## config.mk

```make
export PLATFORM = sky130hd
export DESIGN_NAME = hds_arith
export DESIGN_NICKNAME = d
export VERILOG_FILES = /design/src/design/hds_pkg.sv /design/src/design/hds_arith.sv
export SDC_FILE = /design/constraint.sdc
export NUM_CORES = 1
export LEC_CHECK = 0
export BUFFER_PORTS_ARGS = -buffer_cell sky130_fd_sc_hd__clkbuf_2
export CORE_ASPECT_RATIO = 1.75
export CORE_MARGIN = 2
export CORE_UTILIZATION = 25
export DETAILED_ROUTE_END_ITERATION = 10
export PLACE_DENSITY = 0.41
export SLEW_MARGIN = 20
export SYNTH_ARGS = -nofsm -noshare
export SYNTH_HDL_FRONTEND = slang
export SYNTH_SLANG_ARGS = --single-unit
```

## constraint.sdc

```tcl
create_clock -name clk -period 3.2 [get_ports clk]
set_input_delay 0.16 -clock clk [delete_from_list [all_inputs] [get_ports clk]]
set_output_delay 0.16 -clock clk [all_outputs]
set_load 0.005 [all_outputs]
```

## src/design/hds_pkg.sv

```systemverilog
// shared types, widths and constants of the heat diffusion stencil
// used by every module of the block; depends on nothing
package hds_pkg;

    localparam int TEMP_W     = 24;
    localparam int COEF_W     = 16;
    localparam int ROW_OUT_W  = 12;
    localparam int COL_OUT_W  = 10;
    localparam int LAP_W      = 27;
    localparam int CFG_IDX_W  = 2;
    localparam int CFG_DATA_W = 16;
    localparam int ROWS_CFG_W = 13;
    localparam int COLS_CFG_W = 11;
    localparam int TDATA_W    = 48;

    localparam int NUM_SLOTS  = 3;
    // slot order is emission order
    localparam int SLOT_DIAG  = 0;
    localparam int SLOT_EDGE  = 1;
    localparam int SLOT_CUR   = 2;

    localparam int OUTQ_DEPTH = 8;
    localparam int OUTQ_AW    = 3;
    localparam int OUTQ_CW    = 4;
    // room kept for runs still in the pipeline
    localparam int OUTQ_ROOM  = 4;

    localparam logic [COEF_W-1:0] COEF_RST = 16'd16384;
    localparam logic [31:0]       ROWS_RST = 32'd256;
    localparam logic [31:0]       COLS_RST = 32'd256;

    typedef enum logic [CFG_IDX_W-1:0] {
        REG_COEFF = 2'd0,
        REG_ROWS  = 2'd1,
        REG_COLS  = 2'd2
    } cfg_reg_t;

    typedef logic signed [TEMP_W-1:0] temp_t;

    typedef struct packed {
        logic [ROW_OUT_W-1:0] row;
        logic [COL_OUT_W-1:0] col;
        temp_t                temp;
        logic                 last;
        logic                 eof;
    } slot_t;

    typedef struct packed {
        slot_t [NUM_SLOTS-1:0] slot;
        logic  [NUM_SLOTS-1:0] mask;
    } group_t;

    typedef struct packed {
        logic signed [LAP_W-1:0] lap;
        temp_t                   ctr;
        logic                    en;
    } stencil_t;

    // clamp a grid size to 3..vmax and return the last index
    function automatic logic [31:0] clamp_last(input logic [31:0] v, input logic [31:0] vmax);
        logic [31:0] c;
        c = v;
        if (c < 32'd3)
        begin
            c = 32'd3;
        end
        if (c > vmax)
        begin
            c = vmax;
        end
        return c - 32'd1;
    endfunction

endpackage

```

## src/design/hds_arith.sv

```systemverilog
// stencil update: coefficient multiply with rounding, then add and saturate
// depends on hds_pkg
module hds_arith
    import hds_pkg::*;
(
    input  logic              clk,
    input  logic              rst_n,
    input  logic [COEF_W-1:0] coeff,
    input  stencil_t          st,
    input  group_t            grp_in,
    input  logic              grp_in_valid,
    output group_t            grp_out,
    output logic              push
);

    localparam int PROD_W = COEF_W + 1 + LAP_W;
    localparam int Q_W    = PROD_W - COEF_W;
    localparam int SUM_W  = Q_W + 1;

    logic signed [PROD_W-1:0] prod;
    logic signed [Q_W-1:0]    q_next;
    logic signed [SUM_W-1:0]  sum;
    temp_t                    sat_val;

    logic signed [Q_W-1:0] q_reg;
    temp_t                 ctr_reg;
    logic                  en_reg;
    group_t                grp_reg;
    logic                  valid_reg;

    always_comb
    begin
        prod   = $signed({1'b0, coeff}) * st.lap + PROD_W'(32768);
        // floor of the rounded product, dropping the 16 fraction bits of the Q0.16 coefficient
        q_next = prod[PROD_W-1:COEF_W];
    end

    always_ff @(posedge clk or negedge rst_n)
    begin
        if (!rst_n)
        begin
            valid_reg <= 1'b0;
        end
        else
        begin
            valid_reg <= grp_in_valid;
        end
    end

    always_ff @(posedge clk)
    begin
        q_reg   <= q_next;
        ctr_reg <= st.ctr;
        en_reg  <= st.en;
        grp_reg <= grp_in;
    end

    always_comb
    begin
        sum = SUM_W'(ctr_reg) + SUM_W'(q_reg);
        if (sum[SUM_W-1:TEMP_W-1] == '0 || sum[SUM_W-1:TEMP_W-1] == '1)
        begin
            sat_val = sum[TEMP_W-1:0];
        end
        else if (sum[SUM_W-1])
        begin
            sat_val = {1'b1, {(TEMP_W-1){1'b0}}};
        end
        else
        begin
            sat_val = {1'b0, {(TEMP_W-1){1'b1}}};
        end

        grp_out = grp_reg;
        if (en_reg)
        begin
            grp_out.slot[SLOT_DIAG].temp = sat_val;
        end
    end

    assign push = valid_reg && (grp_reg.mask != '0);

endmodule

```

==> reports/qor.yml <==
grt.total_usage: 0.165
yosysUniqueCellTypes: 65
worst_slack_ns: -2.54
pin_count: 366
grt_setup_unrepaired: "true"
synth_top_cell_by_area: "fa_1"
synth_top_area_frac: 0.374
cts_tree: "yes"
num_rows: 145
wl_um: 75500
synthMostInstantiatedCell: "inv_1"
synth_common_cells: "555 x inv_1, 419 x fa_1, 287 x and2_1"
crit_type: "in -> reg"
start_kind: "primary input"
cpPeakStageDelay_ns: 0.62
area_growth_pct: 36.4
start_util: 0.252
yosys_register_bits: 201
cts.clk_slew.worst_paths_ns: 0.06
gp_congestion: 0.819
holdCritStartpoint: "grp_in[22]"
final_max_slew_viol_count: 0
h-tree-depth: 1
crit_buf_inv: 5
netlist_top_cells_area: "fa_1 37%, dfxtp_1 18%, inv_1 9.3%"
dp_hpwl_um: 64000
path_delay_family: "adder cells"
drt_iter0_markers: 407
layout.area.seq_sq_um: 4040
worstMarginPinSlew_ns: 0.698
vias: 17400
max-cap-violations: 0
root_buffer: "clkbuf_16"
cp.required_ns: 3.67
dr.pass1.iters: 4
fillers: 9094
grt_pass1_wl_um: 114000
synthAdderAreaFrac: 0.461
synth_fp_nets: 3128
synth-edff-count: 0
coreArea_sq_um: 89100
multi_input_area_sq_um: 16000
arrival_ns: 6.21
final-hold-violation-count: 0
yosys_warnings: 0
dieHeight_um: 400
ys.flop_type: "dfxtp_1"
drive_gt1_frac: 0.291
largest_reg_flops: 123
wl_per_cell_um: 18.0
syn_area_sq_um: 22400
gr-total-overflow: 0
die_w_um: 230
maxSlewHeadroom: 0.534
cts.path.max_buffers: 3
die_area_sq_um: 92200
netlist_instances: 2336
antenna_found_initial: 1
cp_cell_sequence: "clkbuf_16 > and2_4 > fa_2 > inv_2 > fa_1 > fa_1 > inv_2 > fa_1 > fa_1 > inv_2 > fa_2 > inv_2 > ha_4 > or3_4 > o311a_4 > o311ai_4 > a21oi_4 > a221o_2 > a31oi_4 > o21ai_2 > a21oi_2 > xnor2_1"
slowest_stage: "fa_2"
critPathMaxFanout: 4
muxShareOfSynthArea: 0
diodes: 0
synth_top_family_by_area: "adder cells"
crit_path_end_kind: "flop"
io_buffers: 365
ys_seq_area_frac: 0.180
antenna_left: 0
synth_compound_area_frac: 0.0530
grt_max_degree: 29
fin_crit_ns: 5.74
synth-xor-area-share: 0.0223
yosys.area_share.simple: 0.137
fmax_ghz: 0.174
finalSetupViolations: 52
final.setup.tns_ns: -70.86
hold_end: "grp_reg[22]"
drc: 0
setup.worst_path.start: "st[42]"
async_flop_share: 0.00498
fin_crit_sh: 1.79
worstHoldPathType: "in -> reg"
syn_avg_cell_area_sq_um: 9.60
numCtsBuffers: 23
grt_pass1_vias: 20000
holdPathStages: 2
cts_sinks: 201
vias_per_cell: 4.16
violations: "setup timing"
status: "complete, but fails checks"
final_util: 0.343
nets: 3783
what timing repair did:
action                                  CTS  global route
buffers inserted                         26            10
cloned                                    5             0
pin swaps                               101            45
gates resized for setup                 193            89
endpoints found under the setup margin   52            52
endpoints found under the hold margin   174             0
hold buffers                            175             0
worst max-delay path by stage:
| stage | slack (ns) | cells after the start | endpoint |
|---|---|---|---|
| final | -2.54 | 22 | q_reg[25] |
| after global placement | -3.37 | 24 | q_reg[21] |
| after floorplan | -2.70 | 21 | q_reg[25] |
| after detailed placement | -3.44 | 25 | q_reg[21] |
| after CTS | -2.56 | 22 | q_reg[25] |
| after global routing | -2.75 | 24 | q_reg[25] |
cell type report:
cell class,instances,share of cell area
clock inverters,14,0.00454
inverters,555,0.0682
flip-flops and latches,201,0.132
repair buffers,827,0.203
clock buffers,25,0.0197
multi-input cells,1383,0.525
well taps,1176,0.0481
cell usage in the layout, fill, tap and decap left out, types with 23 or more instances in the layout:
cell type and n:
a21oi_1 33, buf_6 23, dlygate4sd3_1 175, clkbuf_2 323, xnor2_1 31, clkbuf_16 31, nor2_1 42, and2_1 266
ha_1 140, dfxtp_1 195, inv_1 541, fa_1 398, nand2_1 173, buf_4 252
cells by family (layout without fill, tap and decap cells):
kind of cell    count (synthesis)  count (layout)
fa+ha+maj                     574             574
flops                         201             201
buf+inv                       753            1421
compound gates                172             172
simple gates                  579             580
xor+xnor                       57              57
layer usage:
layer | wire length, um | track usage
met1 | 24200 | 0.152
met2 | 46100 | 0.362
met3 | 2350 | 0.0151
met4 | 2770 | 0.0559
met5 | 0 | 0
stage by stage:
stage	instances	hold slack [ns]	instance area (sq um)	setup WS, ns
global route	4181	0.238	30600	-2.75
finish	4181	0.262	30600	-2.54
detailed placement	3939	-0.0590	26700	-3.44
CTS	4176	0.218	30200	-2.56
floorplan	2336	-0.136	22700	-2.70
global placement	3939	-0.0617	26700	-3.37
Power is not shown: default switching activity piles up to over one toggle a cycle in this logic, so the estimate is an artifact.
