<file path="src/design/hds_pkg.sv">
// shared types, widths and constants of the heat diffusion stencil
// used by every module of the block; depends on nothing
package hds_pkg;

    localparam int TEMP_W     = 24;
    localparam int COEF_W     = 16;
    localparam int ROW_OUT_W  = 12;
    localparam int COL_OUT_W  = 10;
    localparam int LAP_W      = 27;
    localparam int CFG_IDX_W  = 2;
    localparam int CFG_DATA_W = 16;
    localparam int ROWS_CFG_W = 13;
    localparam int COLS_CFG_W = 11;
    localparam int TDATA_W    = 48;

    localparam int NUM_SLOTS  = 3;
    // slot order is emission order
    localparam int SLOT_DIAG  = 0;
    localparam int SLOT_EDGE  = 1;
    localparam int SLOT_CUR   = 2;

    localparam int OUTQ_DEPTH = 8;
    localparam int OUTQ_AW    = 3;
    localparam int OUTQ_CW    = 4;
    // room kept for runs still in the pipeline
    localparam int OUTQ_ROOM  = 4;

    localparam logic [COEF_W-1:0] COEF_RST = 16'd16384;
    localparam logic [31:0]       ROWS_RST = 32'd256;
    localparam logic [31:0]       COLS_RST = 32'd256;

    typedef enum logic [CFG_IDX_W-1:0] {
        REG_COEFF = 2'd0,
        REG_ROWS  = 2'd1,
        REG_COLS  = 2'd2
    } cfg_reg_t;

    typedef logic signed [TEMP_W-1:0] temp_t;

    typedef struct packed {
        logic [ROW_OUT_W-1:0] row;
        logic [COL_OUT_W-1:0] col;
        temp_t                temp;
        logic                 last;
        logic                 eof;
    } slot_t;

    typedef struct packed {
        slot_t [NUM_SLOTS-1:0] slot;
        logic  [NUM_SLOTS-1:0] mask;
    } group_t;

    typedef struct packed {
        logic signed [LAP_W-1:0] lap;
        temp_t                   ctr;
        logic                    en;
    } stencil_t;

    // clamp a grid size to 3..vmax and return the last index
    function automatic logic [31:0] clamp_last(input logic [31:0] v, input logic [31:0] vmax);
        logic [31:0] c;
        c = v;
        if (c < 32'd3)
        begin
            c = 32'd3;
        end
        if (c > vmax)
        begin
            c = vmax;
        end
        return c - 32'd1;
    endfunction

endpackage

</file>
<file path="src/design/hds_outq.sv">
// result queue of up to three words per cell, serializer and output register
// depends on hds_pkg
module hds_outq
    import hds_pkg::*;
(
    input  logic               clk,
    input  logic               rst_n,
    input  logic               push,
    input  group_t             push_grp,
    output logic [OUTQ_CW-1:0] count,
    output logic               m_axis_tvalid,
    input  logic               m_axis_tready,
    output logic [TDATA_W-1:0] m_axis_tdata,  // out_row, out_col, new_temp, zero pad
    output logic               m_axis_tlast,  // last_of_run
    output logic               m_axis_tuser   // end_of_frame
);

    group_t fifo_mem [OUTQ_DEPTH];

    logic [OUTQ_AW-1:0]   wr_ptr_reg;
    logic [OUTQ_AW-1:0]   rd_ptr_reg;
    logic [OUTQ_CW-1:0]   count_reg;
    logic [OUTQ_CW-1:0]   count_next;
    logic [NUM_SLOTS-1:0] done_reg;
    logic [NUM_SLOTS-1:0] done_next;
    logic                 m_valid_reg;
    slot_t                m_slot_reg;

    group_t               head;
    logic [NUM_SLOTS-1:0] rem;
    logic [NUM_SLOTS-1:0] pick;
    logic                 load;
    logic                 pop;
    slot_t                pick_slot;

    always_ff @(posedge clk)
    begin
        if (push)
        begin
            fifo_mem[wr_ptr_reg] <= push_grp;
        end
        if (load)
        begin
            m_slot_reg <= pick_slot;
        end
    end

    always_comb
    begin
        head = fifo_mem[rd_ptr_reg];
        rem  = head.mask & ~done_reg;
        // lowest pending slot goes first
        pick = rem & (~rem + NUM_SLOTS'(1));
        pick_slot = head.slot[SLOT_CUR];
        if (pick[SLOT_DIAG])
        begin
            pick_slot = head.slot[SLOT_DIAG];
        end
        else if (pick[SLOT_EDGE])
        begin
            pick_slot = head.slot[SLOT_EDGE];
        end
        load = (count_reg != '0) && (!m_valid_reg || m_axis_tready);
        pop  = load && ((rem & ~pick) == '0);
        done_next = done_reg;
        if (pop)
        begin
            done_next = '0;
        end
        else if (load)
        begin
            done_next = done_reg | pick;
        end
        count_next = count_reg + OUTQ_CW'(push) - OUTQ_CW'(pop);
    end

    always_ff @(posedge clk or negedge rst_n)
    begin
        if (!rst_n)
        begin
            wr_ptr_reg  <= '0;
            rd_ptr_reg  <= '0;
            count_reg   <= '0;
            done_reg    <= '0;
            m_valid_reg <= 1'b0;
        end
        else
        begin
            if (push)
            begin
                wr_ptr_reg <= wr_ptr_reg + OUTQ_AW'(1);
            end
            if (pop)
            begin
                rd_ptr_reg <= rd_ptr_reg + OUTQ_AW'(1);
            end
            count_reg <= count_next;
            done_reg  <= done_next;
            if (load)
            begin
                m_valid_reg <= 1'b1;
            end
            else if (m_axis_tready)
            begin
                m_valid_reg <= 1'b0;
            end
        end
    end

    assign count         = count_reg;
    assign m_axis_tvalid = m_valid_reg;
    assign m_axis_tdata  = {{(TDATA_W - TEMP_W - COL_OUT_W - ROW_OUT_W){1'b0}},
                            m_slot_reg.temp, m_slot_reg.col, m_slot_reg.row};
    assign m_axis_tlast  = m_slot_reg.last;
    assign m_axis_tuser  = m_slot_reg.eof;

    a_no_overflow: assert property (@(posedge clk) disable iff (!rst_n)
        push |-> (count_reg != OUTQ_CW'(OUTQ_DEPTH)) || pop)
        else $error("result queue overflow");

    a_count_bound: assert property (@(posedge clk) disable iff (!rst_n)
        count_reg <= OUTQ_CW'(OUTQ_DEPTH))
        else $error("result queue count out of range");

    a_head_nonempty: assert property (@(posedge clk) disable iff (!rst_n)
        (count_reg != '0) |-> (rem != '0))
        else $error("queued run with no word left");

endmodule

</file>
<file path="config.mk">
export PLATFORM = sky130hd
export DESIGN_NAME = hds_outq
export DESIGN_NICKNAME = d
export VERILOG_FILES = /design/src/design/hds_pkg.sv /design/src/design/hds_outq.sv
export SDC_FILE = /design/constraint.sdc
export NUM_CORES = 1
export LEC_CHECK = 0
export BUFFER_PORTS_ARGS = -buffer_cell sky130_fd_sc_hd__buf_2
export CAP_MARGIN = 20
export CORE_UTILIZATION = 45
export CTS_CLUSTER_DIAMETER = 80
export DETAILED_ROUTE_END_ITERATION = 8
export MAX_ROUTING_LAYER = met4
export PLACE_DENSITY_LB_ADDON = 0.05
export SLEW_MARGIN = 40
export SYNTH_ARGS = -nofsm -noshare
export SYNTH_HDL_FRONTEND = slang
export SYNTH_SLANG_ARGS = --single-unit
</file>
<file path="constraint.sdc">
create_clock -name clk -period 16.3 [get_ports clk]
set_input_delay 3.26 -clock clk [delete_from_list [all_inputs] [get_ports clk]]
set_output_delay 3.26 -clock clk [all_outputs]
set_load 0.01 [all_outputs]
</file>
==> metrics <==
CTS resizes=0; Final Cycle Share=32.97%; HPWL after DPL=53800 microns; yosys warns=0; hold path cells=2; Final Hold Fails=0; global-route wire length before repair=150900 microns; FF+latch count, synth=1238; share of cells above drive strength 1=34.08%; predominant post-synthesis flop cell=edfxtp_1; final-stage net count=2438; post-synthesis adder-cell area fraction=0.2519%; Congestion Overflow GR=0; worst hold slack=542.4 ps; Clock transition at path regs=60 ps; Sw Pwr=2937 uW; Post-Synthesis Cells=1999; clock root buffer=clkbuf_16; startpoint types=primary input; TritonCTS Buffers=136; placed instance area=49920 sq um; Simple-Gate Fraction of Synth Area=0.7637%; total number of vias=20960; vias in the first global route=23260; Max Clk Rate=186.1 MHz; RSZ-0062 raised after global routing=no; minimum clock period=5374 ps; Post-Synth XOR/XNOR Area=0.1114%; status=completed; final instance area=54100 sq um; chip height=325.8 microns; Worst setup EP type=flip-flop; leakage power=0.01758 uW; Max FO, Critical Path=45; core region area=103800 sq um; Final Max Slew Viols=0; WL final=100500 microns; Clock Skew=20.29 ps; CTS tree=built; FFs w/ async S/R, synth=1.131%; remaining antenna violation count=0; largest family of logic cells by synthesized area=multiplexers; drt pass-1 iters=7; worst-skew pair later-pin latency=710 ps; clock sinks=1238; dpl ws=9793 ps; # IOs=206; final worst slack=10930 ps; switching fraction of total power=29.53%; largest net degree at the start of global routing=111; residual DRC count=0; Post-synth EDFFs=1224; hold crit path type=flip-flop to flip-flop; port bufs=203; final setup fails=0; syn avg cell area=23.60 sq um; overall power=9945 uW; maximum capacitance violations=0; setup bufs post-CTS=0; DR iter-0 viols=1403; die width=325.8 microns; area grow syn2layout=14.66%; Compound-Gate Fraction of Synth Area=1.745%; reg2reg path depth=12; post-synth cell types=44; drt via density=5.547; area of the multi-input gates=9575 sq um; arrival time worst endpoint=5710 ps; gpl congestion=0.7251; sequential share of power=43.2%; setup TNS=0 ps; CTS hold repair buffers=0; Total GRT Usage=20.12%; Initial Util=45.46%; Least-Margin Pin Slew=847.2 ps; CP Data Required Time=16630 ps; Post-Syn Area=47190 sq um; Routed wire per std cell=26.59 microns; internal cell power=7009 uW; # rows=118; register area=37120 sq um; initial antenna violation count=33; fillers=8119; post-synthesis mux area share=17.28%; max FFs per register=1176; sequential area share after synthesis=78.64%; Clk pwr share=28.3%; maximum VDD drop=127.3 uV; slew margin rel.=43.52%; Setup Crit Path Kind=primary input to flip-flop; htree depth=4; P per Cell Area=183.8 nW/um^2; Comb power frac=28.5%; Bufs on Longest Clock Path=3; Die ar.=106200 sq um
==> critical path, cell delays in order <==
cell	delay (ps)
buf_2	160
nand2_1	230
nor2_4	650
buf_4	730
buf_4	610
==> cell families after synthesis <==
logic type	count (synthesis)
AO/OA/AOI/OAI	105
other	1
adder cells (fa/ha/maj)	9
multiplexers	443
XOR/XNOR	6
flip-flops	1238
buffers and inverters	114
AND/OR/NAND/NOR	83
==> power by group through the flow <==
stage	Combinational (uW)	Sequential, uW	Clock (uW)
2_1_floorplan	2060	4400	0
3_3_place_gp	2890	4350	0
3_5_place_dp	2930	4370	0
4_1_cts	2930	4310	2900
5_1_grt	3100	4340	3010
6_report	2840	4290	2820
==> layer usage <==
metal | up-vias | GRT usage [%] | part of all wire, %
met4 | 0 | 6.461 | 2.5
met5 | - | - | 0
li1 | 9075 | - | -
met3 | 186 | 3.812 | 4.5
met2 | 429 | 33.50 | 51
met1 | 11270 | 24.95 | 42
==> path summary, 6_finish.rpt <==
path,from,endpoint,slack (ps)
setup / recovery,push,fifo_mem[7][74]$_DFFE_PP_,10930
hold / removal,count[0]$_DFF_PN0_,m_axis_tvalid$_DFFE_PN0P_,540
setup reg to reg,rd_ptr_reg[2]$_DFFE_PN0N_,count[2]$_DFF_PN0_,11470
hold reg to reg,count[0]$_DFF_PN0_,m_axis_tvalid$_DFFE_PN0P_,540
max in group asynchronous,rst_n,rd_ptr_reg[2]$_DFFE_PN0N_,13580
min in group asynchronous,rst_n,count[2]$_DFF_PN0_,2450
==> cell usage after synthesis (all sizes together) (2+ instances only) <==
cell type	n	area, sq um
o21ai	49	245.2
buf	72	410.4
nor2	10	40.04
mux2i	100	1013
mux4	291	6554
dfrtp	14	350.3
nor2b	2	12.51
nand2b	4	25.02
nor3b	2	15.01
clkbuf	35	131.4
nor3	3	20.02
ha	7	87.58
inv	7	26.28
xor2	5	43.79
a2111oi	2	18.77
edfxtp	1224	36760
mux2	52	585.6
o211ai	49	518.0
nand2	56	210.2
==> stage by stage <==
stage               utilization (%)  std cells
detailed placement            48.09       3518
finish                        52.13       3779
global route                  52.12       3775
floorplan                         -       2000
CTS                           52.00       3754
global placement              48.00       3516
==> cell usage in the layout, fill, tap and decap left out, types with 13 or more instances in the layout <==
cell type	synthesis	routed
buf_2	49	203
buf_4	5	22
buf_6	8	13
clkbuf_1	35	39
clkbuf_16	0	139
clkinv_1	0	25
clkinv_2	0	20
diode_2	0	22
edfxtp_1	1224	1224
mux2_2	51	51
mux2i_1	99	99
mux4_2	291	291
nand2_1	56	56
o211ai_1	19	19
o211ai_2	30	30
o21ai_0	16	16
o21ai_1	33	33
==> layout make-up <==
cell class                      instances  area share, %
Sequential cell                      1238          68.61
Multi-Input combinational cell        648          17.70
Clock buffer                          178          6.700
Tap cell                             1380          3.191
Timing Repair Buffer                  248          2.852
Clock inverter                         58         0.8002
Antenna cell                           22         0.1018
Inverter                                7        0.05088
(Power assumes the default switching activity.)
